===== src/pwlm_pkg.sv =====
// Shared constants, breakpoint tables and job record for the piecewise-linear mapper.
// No dependencies; every other file of the block imports this package.
package pwlm_pkg;

  // Table and field sizes
  localparam int NUM_POINTS  = 10;
  localparam int SAMPLE_BITS = 12;
  localparam int IN_W        = 12;
  localparam int BP_W        = 13;
  localparam int OUT_W       = 12;
  localparam int IDX_W       = 4;
  localparam int PROD_W      = BP_W + OUT_W;

  // Queue between classifier and interpolator
  localparam int QUEUE_DEPTH_DEF = 4;

  // Back end: product stage, one stage per quotient bit, output register
  localparam int BACK_STAGES = OUT_W + 2;

  localparam logic [OUT_W-1:0] OUT_MAX = {OUT_W{1'b1}};

  // Breakpoints, strictly increasing
  localparam logic [BP_W-1:0] BP_TABLE [NUM_POINTS] = '{
    13'd0, 13'd500, 13'd1000, 13'd1500, 13'd2000,
    13'd2500, 13'd3000, 13'd3500, 13'd4000, 13'd4100
  };

  // Output value at each breakpoint
  localparam logic [OUT_W-1:0] VAL_TABLE [NUM_POINTS] = '{
    12'd1, 12'd20, 12'd60, 12'd120, 12'd250,
    12'd300, 12'd500, 12'd800, 12'd1200, 12'd2100
  };

  // Classified transaction handed from front end to back end
  typedef struct packed {
    logic [IDX_W-1:0] seg;      // upper breakpoint index
    logic [OUT_W-1:0] hi_out;   // output at upper breakpoint
    logic [BP_W-1:0]  gap;      // upper breakpoint minus sample, 0 if no interpolation
    logic [OUT_W-1:0] delta;    // magnitude of the output step over the segment
    logic [BP_W-1:0]  span;     // segment width, 1 if no interpolation
    logic             falling;  // output drops across the segment
  } pwlm_job_t;

endpackage


===== src/pwlm_in_if.sv =====
// Input channel of the piecewise-linear mapper: valid/ready plus one converter sample.
// Depends on pwlm_pkg.
interface pwlm_in_if import pwlm_pkg::*; ();
  logic            valid;
  logic            ready;
  logic [IN_W-1:0] adc_reading;

  modport source (output valid, output adc_reading, input ready);
  modport sink   (input valid, input adc_reading, output ready);
endinterface


===== src/pwlm_out_if.sv =====
// Result channel of the piecewise-linear mapper: valid/ready plus mapped value and segment.
// Depends on pwlm_pkg.
interface pwlm_out_if import pwlm_pkg::*; ();
  logic             valid;
  logic             ready;
  logic [OUT_W-1:0] mapped_value;
  logic [IDX_W-1:0] segment_index;

  modport source (output valid, output mapped_value, output segment_index, input ready);
  modport sink   (input valid, input mapped_value, input segment_index, output ready);
endinterface


===== src/pwlm_classify.sv =====
// Front end: compares a sample against all breakpoints at once and builds the job record.
// Depends on pwlm_pkg (tables, pwlm_job_t).
module pwlm_classify import pwlm_pkg::*; (
  input  logic [IN_W-1:0] adc_reading,
  output pwlm_job_t       job
);

  logic [BP_W-1:0]       r;
  logic [NUM_POINTS-1:0] gt;
  logic [IDX_W-1:0]      idx;
  logic [BP_W-1:0]       hi_bp;
  logic [BP_W-1:0]       lo_bp;
  logic [OUT_W-1:0]      hi_out;
  logic [OUT_W-1:0]      lo_out;
  logic                  below;
  logic                  direct;
  logic                  falling;

  always_comb begin
    // Keep the used sample bits and compare against every breakpoint
    r = BP_W'(adc_reading[SAMPLE_BITS-1:0]);
    for (int i = 0; i < NUM_POINTS; i++) begin
      gt[i] = r > BP_TABLE[i];
    end

    // Pick the first inner breakpoint at or above the sample, else the last one
    idx = IDX_W'(NUM_POINTS - 1);
    for (int i = NUM_POINTS - 2; i >= 1; i--) begin
      if (!gt[i]) begin
        idx = IDX_W'(i);
      end
    end

    below  = !gt[0];
    hi_bp  = BP_TABLE[idx];
    lo_bp  = BP_TABLE[idx - 1'b1];
    hi_out = below ? VAL_TABLE[0] : VAL_TABLE[idx];
    lo_out = VAL_TABLE[idx - 1'b1];

    // Output taken straight from the table: clamps, exact hits, empty segments
    direct  = below || gt[NUM_POINTS-1] || (r == hi_bp) || (hi_bp <= lo_bp);
    falling = !direct && (hi_out < lo_out);

    job.seg     = below ? '0 : idx;
    job.hi_out  = hi_out;
    job.falling = falling;
    job.delta   = falling ? (lo_out - hi_out) : (hi_out - lo_out);
    job.gap     = direct ? '0 : (hi_bp - r);
    job.span    = direct ? BP_W'(1) : (hi_bp - lo_bp);
  end

endmodule


===== src/pwlm_queue.sv =====
// Small register queue that decouples the classifier from the interpolation pipeline.
// Depends on pwlm_pkg (pwlm_job_t).
module pwlm_queue import pwlm_pkg::*; #(
  parameter int DEPTH = QUEUE_DEPTH_DEF
) (
  input  logic      clk,
  input  logic      rst_n,
  input  logic      push_valid,
  output logic      push_ready,
  input  pwlm_job_t push_job,
  output logic      pop_valid,
  input  logic      pop_ready,
  output pwlm_job_t pop_job
);

  localparam int PTR_W = (DEPTH > 1) ? $clog2(DEPTH) : 1;
  localparam int CNT_W = $clog2(DEPTH + 1);

  pwlm_job_t        mem_r [DEPTH];
  logic [PTR_W-1:0] wr_ptr_r;
  logic [PTR_W-1:0] rd_ptr_r;
  logic [CNT_W-1:0] count_r;
  logic             push;
  logic             pop;

  assign push_ready = count_r != CNT_W'(DEPTH);
  assign pop_valid  = count_r != '0;
  assign pop_job    = mem_r[rd_ptr_r];
  assign push       = push_valid && push_ready;
  assign pop        = pop_valid && pop_ready;

  // Advance pointers and occupancy
  always_ff @(posedge clk) begin
    if (!rst_n) begin
      wr_ptr_r <= '0;
      rd_ptr_r <= '0;
      count_r  <= '0;
    end else begin
      if (push) begin
        wr_ptr_r <= (wr_ptr_r == PTR_W'(DEPTH - 1)) ? '0 : wr_ptr_r + 1'b1;
      end
      if (pop) begin
        rd_ptr_r <= (rd_ptr_r == PTR_W'(DEPTH - 1)) ? '0 : rd_ptr_r + 1'b1;
      end
      if (push && !pop) begin
        count_r <= count_r + 1'b1;
      end else if (pop && !push) begin
        count_r <= count_r - 1'b1;
      end
    end
  end

  // Store the incoming transaction
  always_ff @(posedge clk) begin
    if (push) begin
      mem_r[wr_ptr_r] <= push_job;
    end
  end

endmodule


===== src/pwlm_interp.sv =====
// Back end: multiply, bit-per-stage restoring divide, and final offset from the upper output.
// Depends on pwlm_pkg (pwlm_job_t, widths).
module pwlm_interp import pwlm_pkg::*; (
  input  logic             clk,
  input  logic             rst_n,
  input  logic             job_valid,
  output logic             job_ready,
  input  pwlm_job_t        job,
  output logic             out_valid,
  input  logic             out_ready,
  output logic [OUT_W-1:0] mapped_value,
  output logic [IDX_W-1:0] segment_index
);

  typedef struct packed {
    logic [PROD_W-1:0] rem;
    logic [OUT_W-1:0]  quo;
    logic [BP_W-1:0]   span;
    logic [OUT_W-1:0]  hi_out;
    logic              falling;
    logic [IDX_W-1:0]  seg;
  } pwlm_div_t;

  pwlm_div_t        st_r   [0:OUT_W];
  pwlm_div_t        st_nxt [0:OUT_W];
  logic [OUT_W:0]   v_r;
  logic             adv;
  logic             out_valid_r;
  logic [OUT_W-1:0] value_r;
  logic [OUT_W-1:0] value_nxt;
  logic [IDX_W-1:0] seg_r;
  logic [OUT_W:0]   sum;
  pwlm_div_t        fin;

  // Whole pipeline moves together unless the output register is held
  assign adv       = !out_valid_r || out_ready;
  assign job_ready = adv;

  always_comb begin
    // Product stage
    st_nxt[0].rem     = PROD_W'(job.gap) * PROD_W'(job.delta);
    st_nxt[0].quo     = '0;
    st_nxt[0].span    = job.span;
    st_nxt[0].hi_out  = job.hi_out;
    st_nxt[0].falling = job.falling;
    st_nxt[0].seg     = job.seg;

    // One quotient bit per stage, most significant first
    for (int k = 1; k <= OUT_W; k++) begin
      st_nxt[k] = st_r[k-1];
      if (st_r[k-1].rem >= (PROD_W'(st_r[k-1].span) << (OUT_W - k))) begin
        st_nxt[k].rem = st_r[k-1].rem - (PROD_W'(st_r[k-1].span) << (OUT_W - k));
        st_nxt[k].quo = st_r[k-1].quo | (OUT_W'(1) << (OUT_W - k));
      end
    end
  end

  // Apply the quotient to the upper output, saturating both ways
  always_comb begin
    fin = st_r[OUT_W];
    sum = {1'b0, fin.hi_out} + {1'b0, fin.quo};
    if (fin.falling) begin
      value_nxt = sum[OUT_W] ? OUT_MAX : sum[OUT_W-1:0];
    end else begin
      value_nxt = (fin.quo > fin.hi_out) ? '0 : (fin.hi_out - fin.quo);
    end
  end

  // Valid bits
  always_ff @(posedge clk) begin
    if (!rst_n) begin
      v_r         <= '0;
      out_valid_r <= 1'b0;
    end else if (adv) begin
      v_r         <= {v_r[OUT_W-1:0], job_valid};
      out_valid_r <= v_r[OUT_W];
    end
  end

  // Payload stages
  always_ff @(posedge clk) begin
    if (adv) begin
      for (int k = 0; k <= OUT_W; k++) begin
        st_r[k] <= st_nxt[k];
      end
      value_r <= value_nxt;
      seg_r   <= fin.seg;
    end
  end

  assign out_valid     = out_valid_r;
  assign mapped_value  = value_r;
  assign segment_index = seg_r;

endmodule


===== src/piecewise_linear_adc_mapper_unit.sv =====
// Top level of the piecewise-linear converter mapper: classifier, queue, interpolator.
// Depends on pwlm_pkg, pwlm_in_if, pwlm_out_if, pwlm_classify, pwlm_queue, pwlm_interp.
//
// Usage:
//   in_if carries one 12-bit converter sample per transaction (valid/ready).
//   out_if returns one transaction per sample, in order: the interpolated
//   mapped_value and the segment_index of the upper breakpoint used.
//   There are no configuration registers; the breakpoint table is built in.
// Pipeline and throughput:
//   An accepted sample waits in the queue, then passes one multiply stage,
//   twelve divide stages (one quotient bit each) and the output register.
//   While nothing stalls, one sample per cycle is accepted and one result per
//   cycle delivered, set by the divide pipeline.
// Reset:
//   Synchronous, active low. Empties the queue and clears all pipeline valids.
// Receiver stall:
//   While out_if.ready is low with a result waiting, the back-end pipeline
//   holds. Samples keep entering the queue until its QUEUE_DEPTH entries are
//   full, then in_if.ready drops until the pipeline moves again.
module piecewise_linear_adc_mapper_unit import pwlm_pkg::*; #(
  parameter int QUEUE_DEPTH = QUEUE_DEPTH_DEF
) (
  input  logic              clk,
  input  logic              rst_n,
  pwlm_in_if.sink           in_if,
  pwlm_out_if.source        out_if
);

  pwlm_job_t front_job;
  pwlm_job_t q_head;
  logic      q_push_ready;
  logic      q_head_valid;
  logic      back_ready;

  // Classify each sample as it arrives
  pwlm_classify u_front (
    .adc_reading (in_if.adc_reading),
    .job         (front_job)
  );

  assign in_if.ready = q_push_ready;

  // Decouple front and back
  pwlm_queue #(
    .DEPTH (QUEUE_DEPTH)
  ) u_queue (
    .clk        (clk),
    .rst_n      (rst_n),
    .push_valid (in_if.valid),
    .push_ready (q_push_ready),
    .push_job   (front_job),
    .pop_valid  (q_head_valid),
    .pop_ready  (back_ready),
    .pop_job    (q_head)
  );

  // Interpolate and deliver
  pwlm_interp u_back (
    .clk           (clk),
    .rst_n         (rst_n),
    .job_valid     (q_head_valid),
    .job_ready     (back_ready),
    .job           (q_head),
    .out_valid     (out_if.valid),
    .out_ready     (out_if.ready),
    .mapped_value  (out_if.mapped_value),
    .segment_index (out_if.segment_index)
  );

endmodule


===== src/flat_wrapper.sv =====
// flat-port wrapper written by rule: the top's interface ports become plain ports
module piecewise_linear_adc_mapper_unit_flat import pwlm_pkg::*;
#(
  parameter int QUEUE_DEPTH = QUEUE_DEPTH_DEF
)
  (clk, rst_n, in_if_valid, in_if_adc_reading, in_if_ready, out_if_valid, out_if_mapped_value, out_if_segment_index, out_if_ready);
  pwlm_in_if in_if_i ();
  pwlm_out_if out_if_i ();
  input  logic clk;
  input  logic rst_n;
  input wire logic [$bits(in_if_i.valid)-1:0] in_if_valid;
  input wire logic [$bits(in_if_i.adc_reading)-1:0] in_if_adc_reading;
  output wire logic [$bits(in_if_i.ready)-1:0] in_if_ready;
  output wire logic [$bits(out_if_i.valid)-1:0] out_if_valid;
  output wire logic [$bits(out_if_i.mapped_value)-1:0] out_if_mapped_value;
  output wire logic [$bits(out_if_i.segment_index)-1:0] out_if_segment_index;
  input wire logic [$bits(out_if_i.ready)-1:0] out_if_ready;
  assign in_if_i.valid = in_if_valid;
  assign in_if_i.adc_reading = in_if_adc_reading;
  assign in_if_ready = in_if_i.ready;
  assign out_if_valid = out_if_i.valid;
  assign out_if_mapped_value = out_if_i.mapped_value;
  assign out_if_segment_index = out_if_i.segment_index;
  assign out_if_i.ready = out_if_ready;
  piecewise_linear_adc_mapper_unit #(.QUEUE_DEPTH(QUEUE_DEPTH)) u_core (.clk(clk), .rst_n(rst_n), .in_if(in_if_i), .out_if(out_if_i));
endmodule

===== config.mk =====
export PLATFORM = sky130hd
export DESIGN_NAME = piecewise_linear_adc_mapper_unit_flat
export DESIGN_NICKNAME = d
export VERILOG_FILES = /design/src/pwlm_pkg.sv /design/src/pwlm_in_if.sv /design/src/pwlm_out_if.sv /design/src/pwlm_classify.sv /design/src/pwlm_queue.sv /design/src/pwlm_interp.sv /design/src/piecewise_linear_adc_mapper_unit.sv /design/src/flat_wrapper.sv
export SDC_FILE = /design/constraint.sdc
export NUM_CORES = 2
export LEC_CHECK = 0
export ABC_AREA = 1
export BUFFER_PORTS_ARGS = -buffer_cell sky130_fd_sc_hd__buf_4
export CAP_MARGIN = 40
export CELL_PAD_IN_SITES_DETAIL_PLACEMENT = 1
export CELL_PAD_IN_SITES_GLOBAL_PLACEMENT = 1
export CORE_AREA = 2 2 358 360
export CTS_BUF_LIST = sky130_fd_sc_hd__clkbuf_4 sky130_fd_sc_hd__clkbuf_8 sky130_fd_sc_hd__clkbuf_16
export DETAILED_ROUTE_END_ITERATION = 8
export DIE_AREA = 0 0 360 362
export GPL_TIMING_DRIVEN = 0
export PLACE_DENSITY = 0.65
export SYNTH_ARGS = -nofsm -noshare
export SYNTH_HDL_FRONTEND = slang
export SYNTH_SLANG_ARGS = --single-unit

===== constraint.sdc =====
create_clock -name clk -period 46 [get_ports clk]
set_input_delay 4.6 -clock clk [delete_from_list [all_inputs] [get_ports clk]]
set_output_delay 4.6 -clock clk [all_outputs]
set_load 0.02 [all_outputs]

* After elaboration in Yosys (flattened, before gate mapping) *
Memory sizes are Yosys's and may differ from the RTL's. A register that Yosys moved wholly into a read port is not among the register bits.
Cells that the tools add are included.

word-level totals
  register bits = 37
  RAM bits = 1091
  memory bits (read-only) = 800
  output and inout bits = 18
  logic and storage cells = 132
  memories kept = 6

memory list
  memory                depth  bits a word  rd ports  clocked after Yosys merged registers in  wr ports  line                 source
  u_core.u_back.st_r    13     67           13        0                                        13        pwlm_interp.sv:24    pwlm_div_t st_r [0:OUT_W];
  u_core.u_queue.mem_r  4      55           1         1                                        1         pwlm_queue.sv:19     pwlm_job_t mem_r [DEPTH];
  (name not given)      16     13           1         0                                        0         pwlm_classify.sv:36  lo_bp = BP_TABLE[idx - 1'b1];
  (name not given)      16     13           1         0                                        0         pwlm_classify.sv:35  hi_bp = BP_TABLE[idx];
  (name not given)      16     12           1         0                                        0         pwlm_classify.sv:38  lo_out = VAL_TABLE[idx - 1'b1];
  (name not given)      16     12           1         0                                        0         pwlm_classify.sv:37  hi_out = below ? VAL_TABLE[0] : VAL_TABLE[idx];

cells by class
  $add $sub $neg = 23
  multipliers = 1
  order comparisons = 27
  eq/ne operators = 4
  multiplexer cells = 46
  bitwise operators = 2
  reductions and logical operators = 16

operators by type and width
  operator                count
  $mux W37                12
  $mux W12                9
  $mux W13                6
  $gt A12 B12 Y1 const B  4
  $sub A12 B12 Y12        3
  $mux W4                 8
  $ge A25 B13 Y1          1
  $ge A25 B14 Y1          1
  $ge A25 B15 Y1          1
  $ge A25 B16 Y1          1
  $ge A25 B17 Y1          1
  $ge A25 B18 Y1          1
  $ge A25 B19 Y1          1
  $ge A25 B20 Y1          1
  $ge A25 B21 Y1          1
  $ge A25 B22 Y1          1
  $ge A25 B23 Y1          1
  $ge A25 B24 Y1          1
  $mul A13 B12 Y25        1
  $sub A25 B13 Y25        1
  $sub A25 B14 Y25        1
  $sub A25 B15 Y25        1
  $sub A25 B16 Y25        1
  $sub A25 B17 Y25        1
  other kinds (35)        59

* Logic depth before layout (Yosys ltp) *
  depth in word-level cells = 19
  gate-level depth with buffers = 33
  gate-level depth less buffers = 32

* By module *
A second synthesis with hierarchy kept.

second synthesis, totals
  cells, all modules = 6110
  area total of the unflattened synthesis = 57137.3 um^2

modules (own cells, without submodules)
  module         instances  cells each  area an instance (um^2)  sequential area each (um^2)
  pwlm_interp    1          4942        45303.4                  23432.5
  pwlm_queue     1          602         8644.5                   6786.5
  pwlm_classify  1          566         3189.3                   0.0

* Worst setup path before layout *
No wires, ideal clock.

  path type = input-to-reg
  start point = input out_if_ready
  end point = register u_core.u_back.value_r[0], in the netlist u_core.u_back.mapped_value[0] (enable)
  library setup time = 1.422 ns
  arrival = 25.401 ns
  required time = 44.578 ns
  slack = 19.176 ns
  stages on the path = 3
  buffers on the path = 1
  cell sequence = nor2_1 > inv_1 > clkbuf_1

between the ends
  longest elaborated chain between the ends = 1

RTL lines
  element                 line                source
  start: declaration      flat_wrapper.sv:17  input wire logic [$bits(out_if_i.ready)-1:0] out_if_ready;
  $logic_or A1 B1 Y1      pwlm_interp.sv:36   assign adv = !out_valid_r || out_ready;
  end signal: assignment  pwlm_interp.sv:86   value_r <= value_nxt;
  end: declaration        pwlm_interp.sv:29   logic [OUT_W-1:0] value_r;

No other way between the ends.
A chain may end at the register's enable or synchronous reset.

==> impl_metrics.csv <==
group,metric,value,unit
layout,layout.nets,5034,
floorplan,dieArea,0.130,mm2
status,status,"finished, final reports clean",
placement,dpl.cell_count,6154,
global_route,grt_usage,0.184,
clocking,cts.sinks,998,
sta,finalCritPeriodShare,0.212,
detailed_routing,ant_nets,0,
yosys,synth-edff-count,975,
yosys,syn-num-nets,4857,
critical_path,cp-end-kind,"flop",
critical_path,rr_endpoint,"u_core.u_back.st_r[0][66]$_DFFE_PN_",
clocking,cts_buffers,105,
detailed_routing,first_pass_iters,5,
clocking,cts_tree,"done",
detailed_routing,wl_per_cell,18.8,um
critical_path,cp-start-kind,"input port",
yosys,synthesis.area,0.0503,mm2
floorplan,start_util,0.397,
sta,slew_viol_final,0,
clocking,post-cts-setup-buffers,0,
floorplan,rows,131,
yosys,synthArstFlopShare,0,
critical_path,crit_fanout,10,
critical_path,critical_path_class,"input port to flop",
critical_path,r2r_slack,38.04,ns
detailed_routing,vias_per_cell,5.02,
clocking,clock-root-buffer,"clkbuf_16",
critical_path,cp_top_family,"simple AND/OR/NAND/NOR gates",
detailed_routing,drc,0,
critical_path,max_stage_delay,0.45,ns
detailed_routing,drt_iter0_drc,1433,
layout,fin_util,0.448,
yosys,yosysUniqueCellTypes,67,
sta,finalClockSkew,0.0254,ns
yosys,yosys_warnings,0,
layout,syn_to_final_growth,12.9,%
yosys,netlist_instances,4425,
clocking,clockBufferDepth,3,
detailed_routing,num_vias,31900,
placement,place.gp.congestion,0.853,
global_route,grt_pass1_vias,34200,
global_route,grt_max_degree,71,
sta,fin_crit,9.76,ns
hold_path,hold_start,"u_core.u_back.st_r[0][210]$_DFFE_PN_",
global_route,grt_pass1_wl,189000,um
detailed_routing,wl_met2,62400,um
layout,drive_gt1_frac,0.0678,
placement,portBuffers,33,
layout,nFillCells,13600,
sta,timing.slew.headroom,0.324,
placement,dp_hpwl,92000,um
job,max-cap-violations,0,
hold_path,holdPathEnd,"u_core.u_back.st_r[0][277]$_DFFE_PN_",
sta,fmax,102,MHz
critical_path,slowest_stage,"fa_1",
hold_path,hold_path_class,"flop to flop",
floorplan,fp.dieH,362,um
hold_path,worstHoldPathCells,0,
detailed_routing,top_layer_used,"met4",
floorplan,die_w,360,um
detailed_routing,wl,119000,um
layout,final_cells,6354,
layout,fin_area,0.0568,mm2
layout,antenna_cells,0,
yosys,synth-seq-cells,998,
global_route,antenna_found_initial,1,
yosys,syn_avg_cell_area,11.4,um2
clocking,htree_levels,3,
critical_path,critPathRequiredTime,46.37,ns
global_route,overflow,0,
clocking,hold_buffers,0,
yosys,ys.flop_type,"edfxtp_1",
floorplan,core_area,0.127,mm2
clocking,cts_resized,0,
clocking,clk_pin_slew,0.06,ns
floorplan,io_pins,34,
clocking,clock_latency,0.69,ns
placement,placement.cell_area,0.0533,mm2
sta,hold_violations,0,
sta,fin_tns_setup,0,ns
critical_path,cp_num_buf_inv,9,
sta,tightest_slew,1.01,ns
yosys,yosysSeqAreaShare,0.591,
critical_path,worstPathArrival,10.13,ns
layout,regArea,0.0297,mm2
detailed_routing,wirelength_met1,50100,um
layout,multi_input_area,0.0179,mm2
detailed_routing,wl_met3,2830,um
sta,rsz0062_at_grt,"false",
sta,setup_viol,0,
critical_path,reg2regPathDepth,29,
[Yosys cell counts, types with 5 or more instances]
cell type	number	share of area
xnor2_1	102	0.018
o41ai_1	5	0.00087
inv_2	13	0.00097
nand2_4	7	0.0016
nand2_2	6	0.00075
nand4_1	42	0.0052
and2_1	5	0.00062
a21oi_1	288	0.029
buf_2	11	0.0011
xor2_1	133	0.023
nor2_1	396	0.030
ha_1	301	0.075
o211ai_1	7	0.0010
buf_1	5	0.00037
fa_1	115	0.046
o31ai_1	10	0.0015
inv_1	589	0.044
edfxtp_1	975	0.58
a221oi_1	6	0.0010
a31oi_1	14	0.0017
nand3_1	105	0.010
o21ai_1	14	0.0014
a211oi_1	15	0.0022
dfxtp_1	23	0.0092
a21o_1	13	0.0019
o22ai_1	30	0.0037
nor3_1	52	0.0052
clkbuf_1	70	0.0052
nor4_1	28	0.0035
or2_2	8	0.0010
o21bai_1	9	0.0013
o21ai_0	279	0.028
nand2_1	656	0.049
a32oi_1	25	0.0044
[kinds of logic after synthesis]
family | synth area share
adders and majority gates | 0.121
muxes | 0.000224
and+or+nand+nor | 0.111
DFF | 0.591
xor gates and xnor gates | 0.0409
buffers and inverters | 0.0528
AOI/OAI and AO/OA | 0.0828
[flip-flops by register name, summed over array words and instances (netlist names), named ones only]
| register | count |
|---|---|
| u_core.u_back.st_r | 743 |
| u_core.u_back.segment_index | 4 |
| u_core.u_back.mapped_value | 12 |
| u_core.u_queue.count_r | 3 |
| u_core.u_back.out_valid | 1 |
| u_core.u_queue.rd_ptr_r | 2 |
| u_core.u_back.v_r | 13 |
| u_core.u_queue.wr_ptr_r | 2 |
| u_core.u_queue.mem_r | 216 |
[layout make-up]
type	instances	area share
well taps	1662	0.0366
inverters	606	0.0401
clock inverters	72	0.0113
clock buffers	125	0.0500
repair buffers	70	0.0156
multi-input cells	2731	0.316
flip-flops and latches	998	0.524
plain buffers	90	0.00672
[cells in the final DEF, fill, tap and decap left out, types with 42 or more instances in the layout]
cell       Yosys  final
ha_1         301    301
inv_1        589    589
nor3_1        52     52
a21oi_1      288    288
o21ai_0      279    279
nand2_1      656    656
clkbuf_1      70     69
edfxtp_1     975    975
xnor2_1      102    102
nand4_1       42     42
nand3_1      105    105
fa_1         115    115
xor2_1       133    133
clkbuf_16      0    108
nor2_1       396    392
buf_4          1     45
[layer usage]
layer / vias up / global-route usage
met2: 350 / 0.343
li1: 15700 / -
met3: 183 / 0.0235
met1: 15700 / 0.216
met5: - / 0
met4: 0 / 0.0650
[worst max path at each step]
stage,startpoint,depth (start not counted),slack (ns),to
2_1_floorplan,out_if_ready,3,19.18,u_core.u_back.mapped_value[0]$_DFFE_PN_
3_3_place_gp,out_if_ready,4,11.47,u_core.u_back.st_r[0][15]$_DFFE_PN_
3_5_place_dp,in_if_adc_reading[9],31,35.53,u_core.u_queue.mem_r[0][22]$_DFFE_PP_
4_1_cts,in_if_adc_reading[9],31,36.24,u_core.u_queue.mem_r[2][22]$_DFFE_PP_
5_1_grt,in_if_adc_reading[7],32,35.69,u_core.u_queue.mem_r[0][22]$_DFFE_PP_
6_report,in_if_adc_reading[9],31,36.24,u_core.u_queue.mem_r[0][21]$_DFFE_PP_
[through the flow]
stage	hold slack (ns)	setup WS (ns)
after floorplan	0.400	19.18
after global placement	0.400	11.47
after detailed placement	0.405	35.53
after CTS	0.411	36.24
after global routing	0.415	35.69
final	0.414	36.24
Power is not shown: default switching activity piles up to over one toggle a cycle in this logic, so the estimate is an artifact.
